File: src/design/slacm_ram.sv
`default_nettype none

// Simple dual port RAM: one write port, one read port with registered data.
module slacm_ram #(
	parameter int unsigned WIDTH = 8,
	parameter int unsigned DEPTH = 16,
	localparam int unsigned AW = (DEPTH > 1) ? $clog2(DEPTH) : 1
) (
	input  wire logic             clk,
	input  wire logic             we,
	input  wire logic [AW-1:0]    waddr,
	input  wire logic [WIDTH-1:0] wdata,
	input  wire logic [AW-1:0]    raddr,
	output logic      [WIDTH-1:0] rdata
);

	logic [WIDTH-1:0] mem [DEPTH];

	always_ff @(posedge clk) begin
		if (we) begin
			mem[waddr] <= wdata;
		end
		rdata <= mem[raddr];
	end

endmodule

`default_nettype wire

File: config.mk
export PLATFORM = sky130hd
export DESIGN_NAME = slacm_ram
export DESIGN_NICKNAME = d
export VERILOG_FILES = /design/src/design/slacm_ram.sv
export SDC_FILE = /design/constraint.sdc
export NUM_CORES = 1
export LEC_CHECK = 0
export BUFFER_PORTS_ARGS = -buffer_cell sky130_fd_sc_hd__buf_2
export CAP_MARGIN = 20
export CELL_PAD_IN_SITES_DETAIL_PLACEMENT = 1
export CELL_PAD_IN_SITES_GLOBAL_PLACEMENT = 2
export CORE_ASPECT_RATIO = 1.75
export CORE_MARGIN = 5
export CORE_UTILIZATION = 48
export CTS_CLUSTER_DIAMETER = 60
export DETAILED_ROUTE_END_ITERATION = 7
export PLACE_DENSITY_LB_ADDON = 0.1
export SLEW_MARGIN = 20
export SYNTH_ARGS = -nofsm -noshare
export SYNTH_HDL_FRONTEND = slang
export SYNTH_SLANG_ARGS = --single-unit
File: constraint.sdc
create_clock -name clk -period 2.4 [get_ports clk]
set_clock_uncertainty 0.15 [all_clocks]
set_input_delay 0.12 -clock clk [delete_from_list [all_inputs] [get_ports clk]]
set_output_delay 0.12 -clock clk [all_outputs]
set_load 0.005 [all_outputs]
==> impl_metrics.csv, run 1 <==
group,metric,value,unit
outcome,status,"completed",
layout,nets,310,
sta,setup-tns-final,0,ps
layout,postLayoutCoreUtil,58.74,%
synth,synthMuxAreaShare,15.02,%
setup_path,critPathBufInv,0,
sta,grt_setup_unrepaired,"false",
sta,slew_headroom,40.82,%
sta,slew_viol_final,0,
global_routing,grt_max_degree,33,
placed_design,io_buffers,25,
clock_tree,cts_tree,"done",
synth,synthCells,229,
clock_tree,cts_buffer_depth,2,
synth,yosys_warnings,0,
power,ir_drop,0.9293,mV
setup_path,cp.required,2540,ps
floorplanning,die_h,147.0,µm
detailed_routing,vias,2546,
power,powerDensity,913.3,nW/µm²
worst_hold_path,hp-class,"input port to flip-flop",
detailed_routing,drtAntennaViolNets,0,
floorplanning,coreArea,10640,µm²
setup_path,slowest_stage,"mux4_1",
sta,fin_crit_sh,63.65,%
setup_path,crit_type,"flip-flop to flip-flop",
clock_tree,path_clk_slew,60,ps
global_routing,gr-usage-all-layers,18.74,%
detailed_routing,routed_wl,10890,µm
detailed_routing,avgViaCountPerCell,5.853,
sta,setup_slack,872.5,ps
power,combPwrFrac,4.6,%
layout,diodes,0,
global_routing,grt_pass1_wl,16750,µm
synth,synth-seq-cells,136,
floorplanning,initial_core_util,48.40,%
synth,synth-seq-area-share,77.78,%
setup_path,crit_fanout,1,
power,p_int,4.609,mW
detailed_routing,detail_route.iter0.violations,160,
clock_tree,htree_levels,4,
layout,drive_gt1_share,30.82,%
sta,finalHoldViolations,0,
global_routing,antenna_found_initial,0,
clock_tree,cts_resized,0,
floorplanning,dieArea,12980,µm²
synth,avgSynthCellArea,22.48,µm²
detailed_routing,routedWlPerCell,25.03,µm
detailed_routing,drc,0,
clock_tree,cts-root-buf,"clkbuf_16",
synth,synthFlopType,"edfxtp_1",
clock_tree,clock-sinks,136,
layout,fill_cells,937,
setup_path,cp.arrival,1670,ps
sta,fin_crit,1528,ps
power,total_power,5.705,mW
power,clkPwrFrac,48.6,%
global_routing,grt_remaining_overflow,0,
synth,synth_top_area_cell,"edfxtp_1",
synth,synth_top_family_by_area,"multiplexers",
clock_tree,cts_buffers,17,
layout,syn_to_final_growth,21.37,%
floorplanning,pin_count,26,
power,pwr-share-seq,46.8,%
sta,setup_violations,0,
power,p_leak,2.157,nW
synth,syn_area,5147,µm²
power,switching_power,1.096,mW
placed_design,pre_cts_slack,669.7,ps
synth,synth_top_area_share,74.67,%
floorplanning,die_x,88.28,µm
clock_tree,clk_latency,410,ps
sta,hold-worst-slack,58.06,ps
synth,synth_edf_count,128,
synth,synth-adder-area-share,0,%
synth,syn_nets,247,
detailed_routing,first_pass_iters,4,
sta,max_freq,654.7,MHz
synth,ys_types,19,
floorplanning,rows,50,
setup_path,crit_family,"multiplexers",
setup_path,crit_chain,"mux4_1 > a22oi_1 > nand2_1",
synth,synth.most_common_cell,"edfxtp_1",
global_routing,grt_pass1_vias,2758,
power,p_sw_share,19.22,%
synth,synth-simple-area-share,3.184,%
synth,synthTopCellsByArea,"edfxtp_1, mux4_2, mux4_1",
placed_design,dp_hpwl,6987,µm
synth,synth_xor_area_share,0,%
synth,async_flop_share,0,%
setup_path,worst_path_largest_cell_delay,530,ps
placed_design,gp_congestion,0.7197,
setup_path,end_kind,"flip-flop",
synth,synth-compound-area-share,2.333,%
setup_path,start_kind,"flip-flop",
run,maxCapViolCount,0,
sta,tightest_slew,884.4,ps
synth,synth_common_cells,"edfxtp_1, mux4_2, a22oi_1",
[registers in the layout, indices dropped and copies added, names as in the netlist]
register / cells
mem: 128
rdata: 8
[cells by family (layout without fill, tap and decap cells)]
family | after synthesis | count (layout)
flip-flops | 136 | 136
AND/OR/NAND/NOR | 35 | 35
AO/OA/AOI/OAI | 16 | 16
multiplexers | 32 | 32
buffers and inverters | 10 | 86
[routing by layer]
| layer | vias to the layer above | track usage, % | routed length (µm) |
|---|---|---|---|
| li1 | 1097 | - | - |
| met1 | 1363 | 23.92 | 4443 |
| met2 | 73 | 30.32 | 5836 |
| met3 | 13 | 5.780 | 469 |
| met4 | 0 | 6.278 | 142 |
| met5 | - | 0 | 0 |
[power groups by stage]
stage / sequential [mW] / combinational [mW] / clock (mW)
6_report: 2.67 / 0.260 / 2.77
3_5_place_dp: 2.72 / 0.254 / 0
4_1_cts: 2.67 / 0.266 / 2.81
3_3_place_gp: 2.72 / 0.248 / 0
5_1_grt: 2.68 / 0.283 / 2.95
2_1_floorplan: 2.72 / 0.135 / 0
[final cells by class]
type / instances / area [µm²] / area share [%]
Sequential cell: 136 / 4004 / 64.09
Multi-Input combinational cell: 83 / 1057 / 16.92
Clock buffer: 19 / 432.9 / 6.930
Timing Repair Buffer: 54 / 387.9 / 6.209
Clock inverter: 13 / 202.7 / 3.245
Tap cell: 130 / 162.7 / 2.604
[worst min-delay path, stage by stage]
cell	delay, ps
buf_2	110
nor2b_1	100
a22oi_1	180
nand2_1	60
[stage by stage]
stage                     cells  cell area (µm²)
after floorplan             229             5147
after global placement      395             5532
after detailed placement    395             5532
after CTS                   435             6247
after global routing        435             6247
final                       435             6247
[worst paths after layout]
kind / from / endpoint / slack [ps] / cells after the start
worst min-delay path: raddr[2] / rdata[5] / 60 / 4
worst min register to register: mem[4][0] / rdata[0] / 520 / 3
worst max-delay path: mem[1][3] / rdata[3] / 870 / 3
worst max register to register: mem[1][3] / rdata[3] / 870 / 3
[placed cells by master, fill, tap and decap left out]
cell type / netlist / routed
a22oi_1: 16 / 16
and2_1: 1 / 1
and2b_1: 1 / 1
buf_12: 0 / 2
buf_2: 3 / 25
buf_4: 1 / 19
bufinv_16: 0 / 5
clkbuf_1: 0 / 2
clkbuf_16: 0 / 17
clkinv_1: 0 / 1
clkinv_2: 0 / 3
clkinv_4: 0 / 3
clkinvlp_4: 0 / 1
dfxtp_1: 8 / 8
dlygate4sd3_1: 0 / 8
edfxtp_1: 128 / 128
mux4_1: 14 / 14
mux4_2: 18 / 18
nand2_1: 9 / 9
nand2b_1: 2 / 2
nand3_1: 1 / 1
nand3b_1: 2 / 2
nor2_1: 13 / 13
nor2b_1: 1 / 1
nor3_1: 4 / 4
or3b_2: 1 / 1
[timing repair]
action                                 in CTS  in global routing
endpoints found under the hold margin     128                  0
hold buffers                                8                  0
buffers inserted                            0                  0
Power figures use the tool's default switching activity.
==> inputs of run 2 (changes only) <==
Settings changed: ABC_AREA set to 1, CORE_UTILIZATION 48 to 36.
Clock period 2.4 ns to 1.4 ns, I/O delays scaled along.
==> run 2 against run 1 <==
Synthesized area is 12% higher. Fmax rose by 26%. Design area up 9.7%. Sequential power up 72%. Die area up 44%. Count of clock-buffer cells in the layout shrank 1. Largest cell class unchanged. Largest power group is now registers.
==> impl_metrics.csv, run 2 <==
group,metric,value,unit
outcome,status,"completed",
worst_hold_path,hp-class,"input port to flip-flop",
clock_tree,clk_latency,410,ps
synth,synth_top_area_share,66.65,%
placed_design,gp_congestion,0.7767,
placed_design,io_buffers,25,
global_routing,grt_pass1_vias,4233,
setup_path,reg2reg_from,"mem[3][2]",
setup_path,end_kind,"flip-flop",
setup_path,crit_type,"flip-flop to flip-flop",
synth,synth_edf_count,128,
sta,slew_viol_final,0,
layout,drive_gt1_share,13.69,%
global_routing,gr-usage-met3,2.767,%
sta,setup_slack,185.1,ps
sta,fin_crit_sh,86.78,%
sta,fin_crit,1215,ps
layout,largest_register_ffs,128,
synth,avgSynthCellArea,10.47,µm²
sta,setup_violations,0,
power,p_leak,2.967,nW
setup_path,start_kind,"flip-flop",
worst_hold_path,min_to,"rdata[2]",
layout,fill_cells,1755,
synth,synthTopCellsByArea,"edfxtp_1, nand2_1, nand3_1",
clock_tree,path_clk_slew,60,ps
floorplanning,pin_count,26,
synth,synthFlopType,"edfxtp_1",
synth,synth_top_area_cell,"edfxtp_1",
worst_hold_path,min_path_cells,5,
synth,synth-seq-area-share,69.43,%
layout,layout_commonest_cell,"nand2_1",
global_routing,grt_max_degree,40,
global_routing,busiest_layer,"met2",
layout,multi_input_area,1214,µm²
setup_path,r2r_setup_slack,190,ps
clock_tree,cts-root-buf,"clkbuf_16",
synth,yosys_warnings,0,
power,total_power,9.215,mW
run,maxCapViolCount,0,
global_routing,grt_use_met2,33.55,%
layout,seq_area,4004,µm²
floorplanning,dieArea,18750,µm²
worst_hold_path,min_from,"raddr[2]",
global_routing,grt_remaining_overflow,0,
floorplanning,rows,61,
detailed_routing,first_pass_iters,4,
placed_design,pre_cts_slack,-101.2,ps
detailed_routing,vias,3916,
sta,finalHoldViolations,0,
clock_tree,cts_resized,0,
detailed_routing,routed_wl,15900,µm
sta,hold-worst-slack,86.16,ps
floorplanning,die_x,105.7,µm
setup_path,crit_fanout,1,
synth,async_flop_share,0,%
sta,max_freq,823.1,MHz
clock_tree,cts_buffer_depth,2,
detailed_routing,drtAntennaViolNets,0,
synth,synth_common_cells,"nand2_1, edfxtp_1, inv_1",
sta,grt_setup_unrepaired,"false",
synth,synth.most_common_cell,"nand2_1",
clock_tree,cts_buffers,17,
placed_design,dp_hpwl,10480,µm
layout,diodes,0,
sta,slew_headroom,74.25,%
layout,max_flop_register,"mem",
detailed_routing,detail_route.iter0.violations,156,
global_routing,gr-usage-met1,19.84,%
layout,nets,626,
synth,syn_area,5767,µm²
global_routing,grt_pass1_wl,24100,µm
global_routing,gr-usage-all-layers,17.81,%
clock_tree,clock-sinks,136,
setup_path,cp.arrival,1360,ps
synth,synthCells,551,
floorplanning,initial_core_util,36.50,%
floorplanning,die_h,177.4,µm
floorplanning,coreArea,15800,µm²
power,powerDensity,1345,nW/µm²
detailed_routing,routedWlPerCell,19.63,µm
clock_tree,cts_tree,"done",
setup_path,cp.required,1550,ps
clock_tree,htree_levels,4,
synth,syn_nets,569,
layout,reg_top3,"mem x128, rdata x8",
global_routing,antenna_found_initial,0,
power,ir_drop,0.7751,mV
layout,syn_to_final_growth,18.85,%
synth,ys_types,12,
setup_path,r2r_end,"rdata[2]",
setup_path,reg2reg_depth,6,
detailed_routing,avgViaCountPerCell,4.835,
sta,setup-tns-final,0,ps
synth,synth-seq-cells,136,
detailed_routing,drc,0,
sta,tightest_slew,386.3,ps
layout,postLayoutCoreUtil,43.38,%
layout,final_cell_mix,"nand2_1, edfxtp_1, inv_1",
-- run 2: cell count changes in the layout (fill, tap and decap cells not counted), sizes merged, moves of 2 or more --
cell,previous run,this run
a22oi,16,0
buf,46,53
bufinv,5,0
clkinv,7,5
clkinvlp,1,5
inv,0,106
mux4,32,0
nand2,9,173
nand2b,2,0
nand3,1,97
nor2,13,17
nor3,4,0
-- run 2: cells by family (layout without fill, tap and decap cells) --
kind of cell / after synthesis / in the layout / synth area share, %
buffers and inverters: 126 / 196 / 9.525
DFF: 136 / 136 / 69.43
and+or+nand+nor: 289 / 289 / 21.05
-- run 2: critical path, stage by stage (launching register included) --
cell and delay [ps]:
edfxtp_1 360, inv_1 60, nand2_1 50, nand3_1 110, nand3_1 130, nand3_1 180, nand2_1 70
-- run 2: per-layer routing --
layer | share of wire (%) | wire [µm]
met2 | 55 | 8742
met4 | 2.3 | 360
met3 | 1.8 | 290
met5 | 0 | 0
met1 | 41 | 6508
-- run 2: repair_timing --
action / in CTS / in global routing
endpoints found under the hold margin: 134 / 0
buffers inserted: 0 / 0
hold buffers: 9 / 0
-- run 2: report_power, final --
| part | switching, mW | internal [mW] | leakage [nW] |
|---|---|---|---|
| Sequential | 0.0276 | 4.55 | 1.22 |
| Combinational | 0.429 | 0.206 | 1.50 |
| Clock | 1.73 | 2.27 | 0.247 |
-- run 2: layout make-up --
cell class                 instances  share of cell area (%)
sequential                       136                   58.42
multi-input combinational        289                   17.71
timing repair buffer              62                   7.119
clock buffer                      18                   6.261
inverter                         102                   5.586
tap                              189                   3.450
clock inverter                    14                   1.460
-- run 2: worst max-delay path by stage --
stage / slack, ps / endpoint / start / depth (start not counted)
3_5_place_dp: -100 / rdata[3] / raddr[0] / 8
3_3_place_gp: -70 / rdata[3] / raddr[0] / 8
5_1_grt: 100 / rdata[2] / mem[3][2] / 6
6_report: 190 / rdata[2] / mem[3][2] / 6
2_1_floorplan: 230 / mem[10][0] / waddr[2] / 2
4_1_cts: 160 / rdata[2] / mem[3][2] / 6
-- run 2: metrics by stage --
stage / cells / area, µm²
floorplan: 551 / 5767
finish: 810 / 6854
global route: 810 / 6854
CTS: 810 / 6854
detailed placement: 769 / 6235
global placement: 769 / 6235
