--- src/design/slacm_pkg.sv ---
`default_nettype none

package slacm_pkg;

	// Default sizes for the top level parameters.
	localparam int unsigned DEF_MAX_SET_BITS = 10;
	localparam int unsigned DEF_MAX_WAYS     = 8;
	localparam int unsigned DEF_ADDR_WIDTH   = 48;
	localparam int unsigned DEF_AGE_WIDTH    = 32;

	// Fixed field widths.
	localparam int unsigned OP_W          = 2;
	localparam int unsigned WAY_FIELD_W   = 3;
	localparam int unsigned TOTAL_W       = 32;
	localparam int unsigned SET_BITS_W    = 4;
	localparam int unsigned BLOCK_BITS_W  = 5;
	localparam int unsigned WAYS_W        = 4;
	localparam int unsigned CFG_IDX_W     = 2;
	localparam int unsigned CFG_DATA_W    = 5;

	// Access codes.
	localparam logic [OP_W-1:0] OP_MODIFY = 2'd2;
	localparam logic [OP_W-1:0] OP_UNUSED = 2'd3;

	// Configuration register indexes.
	localparam logic [CFG_IDX_W-1:0] CFG_SET_BITS   = 2'd0;
	localparam logic [CFG_IDX_W-1:0] CFG_BLOCK_BITS = 2'd1;
	localparam logic [CFG_IDX_W-1:0] CFG_WAYS       = 2'd2;

	// Control from the sequencer to the way scan unit.
	typedef struct packed {
		logic start;
		logic step;
		logic line_valid;
	} scan_ctl_t;

	// Status from the way scan unit back to the sequencer.
	typedef struct packed {
		logic hit;
		logic have_invalid;
	} scan_res_t;

	// Saturating increment of a running total.
	function automatic logic [TOTAL_W-1:0] sat_inc(input logic [TOTAL_W-1:0] x);
		return (x == '1) ? x : x + 1'b1;
	endfunction

endpackage

`default_nettype wire

--- src/design/slacm_scan.sv ---
`default_nettype none

// Way scan unit: takes one way of the set per step and keeps the first
// matching way, and the lowest invalid way or else the oldest valid way.
module slacm_scan #(
	parameter int unsigned ADDR_WIDTH = slacm_pkg::DEF_ADDR_WIDTH,
	parameter int unsigned AGE_WIDTH  = slacm_pkg::DEF_AGE_WIDTH,
	parameter int unsigned MAX_WAYS   = slacm_pkg::DEF_MAX_WAYS,
	localparam int unsigned WAY_W = (MAX_WAYS > 1) ? $clog2(MAX_WAYS) : 1
) (
	input  wire logic                  clk,
	input  wire logic                  arst_n,
	input  wire slacm_pkg::scan_ctl_t  ctl,
	input  wire logic [WAY_W-1:0]      way,
	input  wire logic [ADDR_WIDTH-1:0] want_tag,
	input  wire logic [ADDR_WIDTH-1:0] line_tag,
	input  wire logic [AGE_WIDTH-1:0]  line_age,
	output slacm_pkg::scan_res_t       res,
	output logic      [WAY_W-1:0]      chosen
);
	import slacm_pkg::*;

	logic                 hit_q;
	logic [WAY_W-1:0]     hit_way_q;
	logic                 inv_q;
	logic [WAY_W-1:0]     pick_q;
	logic [AGE_WIDTH-1:0] oldest_q;
	logic                 match;

	// A stored tag counts only when its line is valid.
	assign match = ctl.line_valid && (line_tag == want_tag);

	// Running search state over the ways of the set.
	always_ff @(posedge clk or negedge arst_n) begin
		if (!arst_n) begin
			hit_q     <= 1'b0;
			hit_way_q <= '0;
			inv_q     <= 1'b0;
			pick_q    <= '0;
			oldest_q  <= '0;
		end else if (ctl.start) begin
			hit_q     <= 1'b0;
			hit_way_q <= '0;
			inv_q     <= 1'b0;
			pick_q    <= '0;
			oldest_q  <= '0;
		end else if (ctl.step) begin
			if (match && !hit_q) begin
				hit_q     <= 1'b1;
				hit_way_q <= way;
			end
			if (!ctl.line_valid) begin
				if (!inv_q) begin
					inv_q  <= 1'b1;
					pick_q <= way;
				end
			end else if (!inv_q && (line_age >= oldest_q)) begin
				// Ties go to the higher way, as it comes later.
				oldest_q <= line_age;
				pick_q   <= way;
			end
		end
	end

	assign res.hit          = hit_q;
	assign res.have_invalid = inv_q;
	assign chosen           = hit_q ? hit_way_q : pick_q;

endmodule

`default_nettype wire

--- config.mk ---
export PLATFORM = sky130hd
export DESIGN_NAME = slacm_scan
export DESIGN_NICKNAME = d
export VERILOG_FILES = /design/src/design/slacm_pkg.sv /design/src/design/slacm_scan.sv
export SDC_FILE = /design/constraint.sdc
export NUM_CORES = 1
export LEC_CHECK = 0
export BUFFER_PORTS_ARGS = -buffer_cell sky130_fd_sc_hd__buf_2
export CORE_MARGIN = 2
export CORE_UTILIZATION = 37
export CTS_CLUSTER_DIAMETER = 30
export CTS_CLUSTER_SIZE = 20
export DETAILED_ROUTE_END_ITERATION = 16
export GPL_ROUTABILITY_DRIVEN = 1
export PLACE_DENSITY = 0.65
export SLEW_MARGIN = 20
export SYNTH_ARGS = -nofsm -noshare
export SYNTH_HDL_FRONTEND = slang
export SYNTH_SLANG_ARGS = --single-unit
--- constraint.sdc ---
create_clock -name clk -period 3 [get_ports clk]
set_clock_uncertainty 0.15 [all_clocks]
set_input_delay 0.45 -clock clk [delete_from_list [all_inputs] [get_ports clk]]
set_output_delay 0.45 -clock clk [all_outputs]
set_load 0.01 [all_outputs]
==> results.txt, run 1 <==
----------------------------------------------------
[Run status]
  Run status ... completed

[Logic synthesis]
  Combined area of all synthesized cells ... 3150 sq um
  Number of warning messages in the yosys log ... 0
  Part of the Yosys area used for sequential elements ... between 30% and 40%
  Synth Area per Inst ... ~9.6 sq um
  Top flip-flop cell by instance count after synthesis ... sky130_fd_sc_hd__dfrtp_1
  Total nets after synthesis ... around 500
  Flop and latch count out of synthesis ... 40
  Synth Instances ... approximately 330
  Yosys cell types ... a little over 40
  Fraction of registers with async set/reset ... 100%
  Number of enable flip-flop cells after synthesis ... 0

[STA]
  Hold Slack ... ~0.14 ns
  Crit path time final ... 2.65 ns
  Count of endpoints failing setup in the final report ... 0
  Aggregate negative setup slack ... 0 ns
  Least-Margin Pin Slew ... around 0.93 ns
  Max-slew violations ... 0
  Achievable frequency ... 0.378 GHz
  Count of endpoints failing hold in the final timing report ... 0
  Part of the cycle the worst path needs ... ~90%
  Setup repair after global routing missed its margin ... no
  Relative max-transition margin ... 37.8%

[Layout]
  Share of layout cells above drive strength 1 ... approximately 34%
  Number of inserted diodes ... 0
  End-of-flow core utilization ... roughly half
  Number of inserted filler cells in the final layout ... 819
  Area growth from synthesis to final layout ... 28.6%
  Post-layout net count ... 637

[Die]
  Number of top-level pins ... 141
  Initial core utilization ... around two fifths
  Area of the die ... roughly 9300 sq um
  Die Y ... ~96 microns
  Row cnt ... 33
  Width of the die ... between 90 and 100 microns
  Core Box Area ... between 8000 and 9000 sq um

[Drt]
  Final routed wire length divided by cell count ... roughly 14 microns
  Drt drc ... 0
  Via-to-Cell Ratio ... between 4 and 5
  Count of vias placed by the detailed router ... between 2000 and 3000
  ANT nets after route ... 0
  Number of search-and-repair iterations in the first detailed-routing pass ... 4
  Total routed wirelength ... just under 8000 microns
  Detailed Route Iter0 Violations ... 68

[Global routing]
  Maximum number of pins on one net before global-route repair ... 44
  Total GRT Usage ... around 17%
  Vias in the first global route ... roughly 2800
  Overflow left after global routing ... 0
  Global-route wire length before repair ... about 12000 microns
  Antenna violations before repair ... 0

[Clock network]
  Post-cts repair resize count ... 0
  Count of clock tree sinks ... 40
  Maximum level of the CTS H-tree ... 2
  Clock insertion delay at the later pin of the skew report ... between 0.2 and 0.3 ns
  Root buffer cell ... sky130_fd_sc_hd__clkbuf_8
  Quantity of hold-fixing buffers added after cts ... 0
  Number of CTS-inserted buffers ... 5
  Max clock buf depth ... 2
  CTS tree ... yes
  Clock transition at the register clock pins on the worst setup and hold paths after CTS ... roughly 0.080 ns
  Buffers inserted by post-CTS timing repair ... 0

[Flow run]
  Number of violations of the max-capacitance limit ... 0

[Placement]
  Port Buffer Count ... 140
  Final HPWL from detailed placement ... ~6500 microns
  Routability congestion estimate from global placement ... approximately 0.76

[Setup path]
  Critical Setup Path Class ... reg -> reg
  Slowest cell on the critical path ... sky130_fd_sc_hd__or4_1
  Data required time at the worst endpoint ... 3.07 ns
  Reg-to-reg setup timing slack ... approximately 0.35 ns
  Max incr delay on CP ... ~0.53 ns
  Cells traversed along the worst timing path ... inv_1 > ha_1 > nand4_1 > or4_1 > o32ai_1 > a211o_2 > a31oi_2 > nor3b_4 > mux2i_1
  Path depth of the worst reg2reg path ... 9
  Crit path capture type ... flop
  Critical Path Start Type ... flop
  Maximum fanout count along the critical path ... 3
  Critical path data arrival time ... about 2.7 ns

[Worst hold path]
  Worst hold-check path type ... in -> async

[Pwr]
  Pwr per Cell Area ... 346 nW/um^2
  Peak ir drop on the vdd network ... between 200 and 250 uV
  Leakage ... 2.18 nW
  Overall power ... roughly 1.4 mW

----------------------------------------------------
## worst max-delay path, delay by kind of cell, from the launching register on
kind,cells,cell delay (ns)
AND/OR/NAND/NOR,3,0.95
AO/OA/AOI/OAI,3,0.55
flip-flops,1,0.36
adder cells (fa/ha/maj),1,0.29
multiplexers,1,0.22
buffers and inverters,1,0.05
## through the flow
| stage | std cells | setup WS [ns] | instance area, sq um |
|---|---|---|---|
| 6_report | 575 | 0.354 | 4050 |
| 5_1_grt | 575 | 0.173 | 4050 |
| 4_1_cts | 575 | 0.301 | 4050 |
| 3_5_place_dp | 567 | 0.155 | 3940 |
| 3_3_place_gp | 567 | 0.173 | 3940 |
| 2_1_floorplan | 328 | 0.378 | 3150 |
## cells in the mapped netlist (2+ instances only)
| library cell | number | area [sq um] |
|---|---|---|
| sky130_fd_sc_hd__o221ai_1 | 2 | 17.5 |
| sky130_fd_sc_hd__nand4_1 | 12 | 75.1 |
| sky130_fd_sc_hd__a21oi_1 | 14 | 70.1 |
| sky130_fd_sc_hd__nor3_1 | 3 | 15.0 |
| sky130_fd_sc_hd__xnor2_1 | 20 | 175 |
| sky130_fd_sc_hd__a221oi_1 | 2 | 17.5 |
| sky130_fd_sc_hd__o21ai_0 | 2 | 10.0 |
| sky130_fd_sc_hd__o21a_1 | 2 | 15.0 |
| sky130_fd_sc_hd__xor2_1 | 21 | 184 |
| sky130_fd_sc_hd__mux2_2 | 3 | 33.8 |
| sky130_fd_sc_hd__clkbuf_1 | 3 | 11.3 |
| sky130_fd_sc_hd__nand3_1 | 2 | 10.0 |
| sky130_fd_sc_hd__nand2b_1 | 6 | 37.5 |
| sky130_fd_sc_hd__inv_1 | 45 | 169 |
| sky130_fd_sc_hd__ha_1 | 32 | 400 |
| sky130_fd_sc_hd__buf_12 | 3 | 60.1 |
| sky130_fd_sc_hd__nor2_1 | 39 | 146 |
| sky130_fd_sc_hd__o2bb2ai_1 | 4 | 35.0 |
| sky130_fd_sc_hd__nor4_1 | 6 | 37.5 |
| sky130_fd_sc_hd__dfrtp_1 | 40 | 1000 |
| sky130_fd_sc_hd__nand2_1 | 9 | 33.8 |
| sky130_fd_sc_hd__buf_4 | 2 | 15.0 |
| sky130_fd_sc_hd__mux2i_1 | 38 | 380 |
## flip-flops by register name, summed over array words and instances (netlist names)
signal and count:
pick_q 3, hit_q 1, hit_way_q 3, inv_q 1
oldest_q 32
## worst paths after layout
check,start,end
max,oldest_q[13]$_DFFE_PN0P_,pick_q[0]$_DFFE_PN0P_
min,arst_n,oldest_q[14]$_DFFE_PN0P_
max reg2reg,oldest_q[13]$_DFFE_PN0P_,pick_q[0]$_DFFE_PN0P_
min reg2reg,oldest_q[4]$_DFFE_PN0P_,oldest_q[4]$_DFFE_PN0P_
max in group asynchronous,arst_n,oldest_q[20]$_DFFE_PN0P_
min in group clk,line_age[21],oldest_q[21]$_DFFE_PN0P_
## cell families after synthesis
group,after synthesis,share of synthesized area (%)
XOR/XNOR,41,11.4
flip-flops,40,31.8
AO/OA/AOI/OAI,37,9.49
adder cells (fa/ha/maj),32,12.7
multiplexers,41,13.1
AND/OR/NAND/NOR,83,13.3
buffers and inverters,54,8.22
## power by group
| group | switching, mW | total [mW] | internal, mW |
|---|---|---|---|
| logic | 0.185 | 0.382 | 0.197 |
| registers | 0.0132 | 0.575 | 0.562 |
| clock network | 0.197 | 0.444 | 0.246 |
| total | 0.396 | 1.40 | 1.00 |
## area by class of cell
class | instances | area [sq um] | share of cell area [%]
clock inverters | 3 | 42.5 | 1.05
clock buffers | 5 | 68.8 | 1.70
flip-flops and latches | 40 | 1000 | 24.7
repair buffers | 143 | 748 | 18.5
multi-input cells | 234 | 1890 | 46.7
inverters | 45 | 169 | 4.17
well taps | 105 | 131 | 3.24
## placed cells by master (no fill, tap or decap), types with 2 or more instances in the layout
cell                        Yosys  routed
sky130_fd_sc_hd__buf_2          0     140
sky130_fd_sc_hd__nor3_1         3       3
sky130_fd_sc_hd__o2bb2ai_1      4       4
sky130_fd_sc_hd__nand2_1        9       9
sky130_fd_sc_hd__xnor2_1       20      20
sky130_fd_sc_hd__ha_1          32      32
sky130_fd_sc_hd__buf_12         3       2
sky130_fd_sc_hd__a221oi_1       2       2
sky130_fd_sc_hd__inv_1         45      45
sky130_fd_sc_hd__clkbuf_8       0       5
sky130_fd_sc_hd__o21ai_0        2       2
sky130_fd_sc_hd__a21oi_1       14      14
sky130_fd_sc_hd__o21a_1         2       2
sky130_fd_sc_hd__xor2_1        21      21
sky130_fd_sc_hd__o221ai_1       2       2
sky130_fd_sc_hd__nand2b_1       6       6
sky130_fd_sc_hd__nor4_1         6       6
sky130_fd_sc_hd__mux2_2         3       3
sky130_fd_sc_hd__nand4_1       12      12
sky130_fd_sc_hd__nor2_1        39      39
sky130_fd_sc_hd__dfrtp_1       40      40
sky130_fd_sc_hd__nand3_1        2       2
sky130_fd_sc_hd__mux2i_1       38      38
## per-layer routing
metal	GRT usage, %	share of wire [%]
met1	17.5	39
met2	33.9	52
met3	3.45	8.8
met4	2.86	0.54
met5	0	0
(Power assumes the default switching activity.)
==> inputs of run 2 (changes only) <==
RECOVER_POWER = 25   (was unset)
==> results.txt, run 2 (same netlist as run 1, synthesis figures left out) <==
----------------------------------------------------
[Run status]
  Run status ... finished with violations
  Violations in the final reports ... max-capacitance violations, max-slew violations

[Clock network]
  Root buffer cell ... sky130_fd_sc_hd__clkbuf_8
  Max clock buf depth ... 2 (unchanged)
  Count of clock tree sinks ... 40 (unchanged)
  Clock insertion delay at the later pin of the skew report ... 0.29 ns (about the same)
  Quantity of hold-fixing buffers added after cts ... 0 (unchanged)
  Maximum level of the CTS H-tree ... 2 (unchanged)
  Buffers inserted by post-CTS timing repair ... 0 (unchanged)
  CTS tree ... yes
  Clock transition at the register clock pins on the worst setup and hold paths after CTS ... 0.08 ns (about the same)
  Number of CTS-inserted buffers ... 5 (unchanged)
  Post-cts repair resize count ... 0 (unchanged)

[STA]
  Aggregate negative setup slack ... 0 ns (unchanged)
  Part of the cycle the worst path needs ... 88.2% (unchanged)
  Worst setup margin ... 0.354 ns (unchanged)
  Max-slew violations ... 41 (+41)
  Achievable frequency ... 0.378 GHz (unchanged)
  Count of endpoints failing setup in the final report ... 0 (unchanged)
  Least-Margin Pin Slew ... 2.24 ns (+1.31 ns)
  Crit path time final ... 2.65 ns (unchanged)
  Setup repair after global routing missed its margin ... no
  Hold Slack ... 0.265 ns (+0.121 ns)
  Count of endpoints failing hold in the final timing report ... 0 (unchanged)
  Relative max-transition margin ... -49.6% (-87 points)

[Pwr]
  Leakage ... 2.17 nW (-0.13%)
  Peak ir drop on the vdd network ... 228 uV (about the same)
  Pwr per Cell Area ... 346 nW/um^2 (about the same)

[Global routing]
  Total GRT Usage ... 16.7% (unchanged)
  Vias in the first global route ... 2777 (unchanged)
  Antenna violations before repair ... 0 (unchanged)
  Global-route wire length before repair ... 12000 microns (unchanged)
  Maximum number of pins on one net before global-route repair ... 44 (unchanged)
  Overflow left after global routing ... 0 (unchanged)

[Setup path]
  Data required time at the worst endpoint ... 3.07 ns (about the same)
  Crit path capture type ... flop
  Start point of the critical path ... oldest_q[13]$_DFFE_PN0P_
  Cells traversed along the worst timing path ... inv_1 > ha_1 > nand4_1 > or4_1 > o32ai_1 > a211o_2 > a31oi_2 > nor3b_4 > mux2i_1
  Critical Path Start Type ... flop
  Critical Setup Path Class ... reg -> reg
  Max incr delay on CP ... 0.53 ns (about the same)
  Critical register-to-register path startpoint ... oldest_q[13]$_DFFE_PN0P_
  Slowest cell on the critical path ... sky130_fd_sc_hd__or4_1
  Maximum fanout count along the critical path ... 3 (unchanged)
  Critical path data arrival time ... 2.71 ns (about the same)

[Die]
  Width of the die ... 96.3 microns (unchanged)
  Row cnt ... 33 (unchanged)
  Initial core utilization ... 38.3% (unchanged)
  Number of top-level pins ... 141 (unchanged)
  Core Box Area ... 8220 sq um (unchanged)
  Area of the die ... 9270 sq um (unchanged)
  Die Y ... 96.3 microns (unchanged)

[Layout]
  Regs by FF count ... oldest_q (32), hit_way_q (3), pick_q (3)
  Combined area of the multi-input logic cells ... 1890 sq um (unchanged)
  Number of inserted filler cells in the final layout ... 817 (-0.24%)
  Sequential Area ... 1000 sq um (unchanged)
  Number of inserted diodes ... 0 (unchanged)
  Share of layout cells above drive strength 1 ... 34.3% (-0.21 points)
  Post-layout net count ... 637 (unchanged)
  Post-route cell area ... 4050 sq um (about the same)
  Biggest register ... oldest_q
  Largest register FFs ... 32 (unchanged)
  Area growth from synthesis to final layout ... 28.6% (about the same)
  Most frequent cells in the layout ... sky130_fd_sc_hd__buf_2 (139), sky130_fd_sc_hd__inv_1 (45), sky130_fd_sc_hd__dfrtp_1 (40)
  Most common cell after layout, fill and taps aside ... sky130_fd_sc_hd__buf_2

[Placement]
  Port Buffer Count ... 140 (unchanged)
  Routability congestion estimate from global placement ... 0.758 (unchanged)
  Final HPWL from detailed placement ... 6480 microns (unchanged)
  Minimum setup slack after placement ... 0.155 ns (unchanged)
  Placed standard-cell area ... 3940 sq um (unchanged)

[Worst hold path]
  Hold_sp ... line_age[21]
  Worst hold-check path type ... in -> reg

[Drt]
  Final routed wire length divided by cell count ... 13.6 microns (about the same)
  Drt drc ... 0 (unchanged)
  Number of search-and-repair iterations in the first detailed-routing pass ... 4 (unchanged)
  ANT nets after route ... 0 (unchanged)
  Count of vias placed by the detailed router ... 2800 (unchanged)
  Detailed Route Iter0 Violations ... 68 (unchanged)
  Via-to-Cell Ratio ... 4.87 (unchanged)
  Total routed wirelength ... 7830 microns (about the same)

[Flow run]
  Number of violations of the max-capacitance limit ... 1 (+1)

----------------------------------------------------
## run 2: final cells by class
class	count	share of cell area [%]
Tap cell	105	3.24
Multi-Input combinational cell	234	46.7
Clock inverter	3	1.05
Timing Repair Buffer	143	18.4
Sequential cell	40	24.7
Clock buffer	5	1.70
Inverter	45	4.17
## run 2: worst max-delay path: cells and delay by family (launching register included)
kind	cells	cell delay, ns
AO/OA/AOI/OAI	3	0.55
adder cells (fa/ha/maj)	1	0.29
buffers and inverters	1	0.05
flip-flops	1	0.36
multiplexers	1	0.22
AND/OR/NAND/NOR	3	0.95
## run 2: stage by stage
stage	total power, mW	cells	utilization, %
2_1_floorplan	0.809	328	-
3_3_place_gp	0.963	567	48.0
3_5_place_dp	0.972	567	48.0
4_1_cts	1.43	575	49.3
5_1_grt	1.49	575	49.3
6_report	1.40	575	49.3
## run 2: final timing paths
check / end / slack, ns / cells after the start
worst max register to register: pick_q[0]$_DFFE_PN0P_ / 0.35 / 9
max in group asynchronous: oldest_q[20]$_DFFE_PN0P_ / 0.76 / 1
min in group asynchronous: oldest_q[14]$_DFFE_PN0P_ / 0.67 / 1
worst min register to register: oldest_q[4]$_DFFE_PN0P_ / 0.38 / 2
worst min-delay path: oldest_q[21]$_DFFE_PN0P_ / 0.27 / 3
worst max-delay path: pick_q[0]$_DFFE_PN0P_ / 0.35 / 9
## run 2: power breakdown
part | switching [mW] | internal (mW) | total, mW | leakage, nW
clock network | 0.197 | 0.246 | 0.444 | 0.0541
registers | 0.0132 | 0.562 | 0.575 | 0.549
logic | 0.185 | 0.196 | 0.381 | 1.57
total | 0.396 | 1.00 | 1.40 | 2.17
## run 2: routing by layer
layer	global-route usage, %	wire length [microns]	vias up
li1	-	-	1401
met1	17.5	3030	1301
met2	33.9	4070	94
met3	3.45	687	4
met4	2.86	42	0
met5	0	0	-
==> inputs of run 3 (changes only) <==
ABC_AREA = 1   (was unset)
CTS_CLUSTER_SIZE = unset   (was 20)
PLACE_DENSITY = unset   (was 0.65)
==> results.txt, run 3 <==
----------------------------------------------------
[STA]
  Least-Margin Pin Slew ... 2.23 ns (-0.0161 ns)
  Relative max-transition margin ... -48.5% (+1.1 points)
  Count of endpoints failing hold in the final timing report ... 0 (unchanged)
  Worst setup margin ... 0.617 ns (+0.263 ns)
  Count of endpoints failing setup in the final report ... 0 (unchanged)
  Achievable frequency ... 0.420 GHz (+11%)
  Setup repair after global routing missed its margin ... no
  Part of the cycle the worst path needs ... 79.4% (-8.8 points)
  Hold Slack ... 0.209 ns (-0.0559 ns)
  Crit path time final ... 2.38 ns (-0.263 ns)
  Max-slew violations ... 41 (unchanged)
  Aggregate negative setup slack ... 0 ns (unchanged)

[Global routing]
  Vias in the first global route ... 3484 (+25%)
  Total GRT Usage ... 18.2% (+1.5 points)
  Antenna violations before repair ... 0 (unchanged)
  Global-route wire length before repair ... 14800 microns (+23%)
  Maximum number of pins on one net before global-route repair ... 41 (-6.8%)
  Overflow left after global routing ... 0 (unchanged)

[Clock network]
  Root buffer cell ... sky130_fd_sc_hd__clkbuf_8
  Quantity of hold-fixing buffers added after cts ... 0 (unchanged)
  Buffers inserted by post-CTS timing repair ... 0 (unchanged)
  Maximum level of the CTS H-tree ... 2 (unchanged)
  Number of CTS-inserted buffers ... 5 (unchanged)
  Max clock buf depth ... 2 (unchanged)
  CTS tree ... yes
  Count of clock tree sinks ... 40 (unchanged)
  Clock insertion delay at the later pin of the skew report ... 0.30 ns (about the same)
  Clock transition at the register clock pins on the worst setup and hold paths after CTS ... 0.09 ns (about the same)
  Post-cts repair resize count ... 0 (unchanged)

[Placement]
  Placed insts ... 734 (+29%)
  Routability congestion estimate from global placement ... 0.824 (+8.7%)
  Port Buffer Count ... 140 (unchanged)
  Minimum setup slack after placement ... 0.418 ns (+0.263 ns)
  Final HPWL from detailed placement ... 7000 microns (+8.1%)

[Drt]
  Via-to-Cell Ratio ... 4.68 (-3.8%)
  Drt drc ... 0 (unchanged)
  Detailed-routed wire length on met2 ... 4200 microns (+3.3%)
  Count of vias placed by the detailed router ... 3475 (+24%)
  Number of search-and-repair iterations in the first detailed-routing pass ... 4 (unchanged)
  Total routed wirelength ... 8520 microns (+8.9%)
  ANT nets after route ... 0 (unchanged)
  Final routed wire length divided by cell count ... 11.5 microns (-16%)
  Detailed Route Iter0 Violations ... 124 (+82%)
  Total met3 wirelength after detailed routing ... 494 microns (-28%)
  Routed length on met1 ... 3710 microns (+22%)
  Highest routing layer actually used ... met4

[Logic synthesis]
  Part of the Yosys area used for sequential elements ... 30.5% (-1.3 points)
  Synth Area per Inst ... 6.63 sq um (-31%)
  Yosys cell types ... 30 (-27%)
  Top cell type by total area after synthesis ... sky130_fd_sc_hd__dfrtp_1
  Dominant cells by area after synthesis ... sky130_fd_sc_hd__dfrtp_1 (30%), sky130_fd_sc_hd__nand2_1 (19%), sky130_fd_sc_hd__ha_1 (12%)
  Fraction of post-synthesis cell area in the top cell type by area ... 30.5% (-1.3 points)
  Fraction of registers with async set/reset ... 100% (unchanged)
  Synth Instances ... 495 (+51%)
  Number of enable flip-flop cells after synthesis ... 0 (unchanged)
  Combined area of all synthesized cells ... 3280 sq um (+4.2%)
  Count leader, synth ... sky130_fd_sc_hd__nand2_1
  Top flip-flop cell by instance count after synthesis ... sky130_fd_sc_hd__dfrtp_1
  Number of warning messages in the yosys log ... 0 (unchanged)
  Total nets after synthesis ... 663 (+34%)
  Flop and latch count out of synthesis ... 40 (unchanged)
  List of most frequent post-synthesis cells ... sky130_fd_sc_hd__nand2_1 (163), sky130_fd_sc_hd__inv_1 (91), sky130_fd_sc_hd__nand3_1 (46), sky130_fd_sc_hd__dfrtp_1 (40), sky130_fd_sc_hd__ha_1 (32)

[Pwr]
  Sw Pwr ... 0.415 mW (+5.0%)
  Pwr per Cell Area ... 333 nW/um^2 (-3.8%)
  Fraction of power consumed by the clock network ... 32.5% (+0.8 points)
  Leakage ... 2.45 nW (+13%)
  Fraction of power consumed by sequential logic ... 41.5% (+0.4 points)
  Switching part of the total power ... 29.9% (+1.7 points)
  Internal power ... 0.972 mW (-3.3%)
  Peak ir drop on the vdd network ... 176 uV (-23%)
  Share of power burned in combinational logic ... 26.0% (-1.2 points)

[Layout]
  Sequential Area ... 1000 sq um (unchanged)
  Number of inserted diodes ... 0 (unchanged)
  Post-layout net count ... 801 (+26%)
  Most frequent cells in the layout ... sky130_fd_sc_hd__nand2_1 (163), sky130_fd_sc_hd__buf_2 (139), sky130_fd_sc_hd__inv_1 (91)
  Area growth from synthesis to final layout ... 27.1%
  Largest register FFs ... 32 (unchanged)
  Most common cell after layout, fill and taps aside ... sky130_fd_sc_hd__nand2_1
  Share of layout cells above drive strength 1 ... 24.8% (-9.5 points)
  Non-Filler Instances ... 742 (+29%)
  Regs by FF count ... oldest_q (32), hit_way_q (3), pick_q (3)
  Combined area of the multi-input logic cells ... 1850 sq um (-2.1%)
  Number of inserted filler cells in the final layout ... 917 (+12%)
  Biggest register ... oldest_q

[Die]
  Die Y ... 98.2 microns (+2.0%)
  Row cnt ... 34 (+3.0%)
  Number of top-level pins ... 141 (unchanged)
  Width of the die ... 98.2 microns (+2.0%)
  Core Box Area ... 8680 sq um (+5.6%)
  Area of the die ... 9640 sq um (+4.0%)
  Initial core utilization ... 37.8% (-0.53 points)

[Setup path]
  Cells traversed along the worst timing path ... inv_1 > ha_1 > nand2_1 > inv_2 > nand2_1 > nor2_1 > nor2_1 > nand2_1 > nand2_1 > nand2_1 > nand2_1 > nand2_2 > nand3_4 > nor2_4 > buf_4 > nand2_1 > nand2_1
  Critical Path Start Type ... flop
  Critical register-to-register path startpoint ... oldest_q[7]$_DFFE_PN0P_
  Reg-to-reg setup timing slack ... 0.62 ns (+0.26 ns)
  Critical Setup Path Class ... reg -> reg
  Data required time at the worst endpoint ... 3.09 ns (+0.02 ns)
  Crit path capture type ... flop
  Max incr delay on CP ... 0.36 ns (-0.17 ns)
  Slowest cell on the critical path ... sky130_fd_sc_hd__dfrtp_1
  CP most frequent cell ... sky130_fd_sc_hd__nand2_1
  Critical path data arrival time ... 2.47 ns (-0.24 ns)
  Path depth of the worst reg2reg path ... 17 (+8)
  Maximum fanout count along the critical path ... 32 (+29)
  Capture instance of the worst register-to-register path ... oldest_q[17]$_DFFE_PN0P_

[Worst hold path]
  Cell depth of the worst min-delay path ... 3 (unchanged)
  Hold_sp ... line_age[6]
  Worst hold-check path type ... in -> reg
  Hold EP ... oldest_q[6]$_DFFE_PN0P_

[Flow run]
  Number of violations of the max-capacitance limit ... 1 (unchanged)

[Run status]
  Run status ... finished with violations
  Violations in the final reports ... max-capacitance violations, max-slew violations

----------------------------------------------------
## run 3: worst max-delay path: cells and delay by family, from the launching register on
kind                       cells  cell delay [ns]
DFF                            1             0.36
and+or+nand+nor               13             1.11
buffers and inverters          3             0.42
adders and majority gates      1             0.28
## run 3: per-layer routing
layer / vias up / global-route usage (%)
li1: 1832 / -
met1: 1533 / 22.1
met2: 99 / 33.0
met3: 11 / 3.94
met4: 0 / 4.00
met5: - / 0
## run 3: worst max path at each step
stage / from / to / slack [ns] / cells after the start
final: oldest_q[7]$_DFFE_PN0P_ / oldest_q[17]$_DFFE_PN0P_ / 0.62 / 17
after global routing: arst_n / hit_way_q[2]$_DFFE_PN0P_ / 0.31 / 1
after CTS: oldest_q[7]$_DFFE_PN0P_ / oldest_q[17]$_DFFE_PN0P_ / 0.59 / 17
after detailed placement: line_age[7] / oldest_q[17]$_DFFE_PN0P_ / 0.42 / 17
after global placement: line_age[7] / oldest_q[1]$_DFFE_PN0P_ / 0.46 / 17
after floorplan: line_age[7] / oldest_q[0]$_DFFE_PN0P_ / 1.05 / 16
## run 3: cell families (layout without fill, tap and decap cells)
kind of cell	count (synthesis)	after routing	synth area share, %
and+or+nand+nor	260	260	33.4
buffers and inverters	105	244	13.1
AOI/OAI and AO/OA	49	49	8.43
DFF	40	40	30.5
adders and majority gates	32	32	12.2
xor gates and xnor gates	9	9	2.40
## run 3: power by group through the flow
stage / clock network [mW] / logic, mW / registers (mW)
6_report: 0.451 / 0.361 / 0.575
5_1_grt: 0.485 / 0.422 / 0.579
4_1_cts: 0.463 / 0.367 / 0.576
3_5_place_dp: 0 / 0.366 / 0.586
3_3_place_gp: 0 / 0.358 / 0.586
2_1_floorplan: 0 / 0.205 / 0.583
## run 3: cell type report
class,count,area share [%]
multi-input combinational,350,44.4
sequential,40,24.0
timing repair buffer,143,17.3
inverter,93,8.37
tap,108,3.24
clock buffer,5,1.65
clock inverter,3,1.02
## run 3: stage by stage
| stage | instance area [sq um] | power (mW) | utilization (%) |
|---|---|---|---|
| floorplan | 3280 | 0.787 | - |
| global placement | 4060 | 0.944 | 46.8 |
| detailed placement | 4060 | 0.952 | 46.8 |
| CTS | 4170 | 1.41 | 48.1 |
| global route | 4170 | 1.49 | 48.1 |
| finish | 4170 | 1.39 | 48.1 |
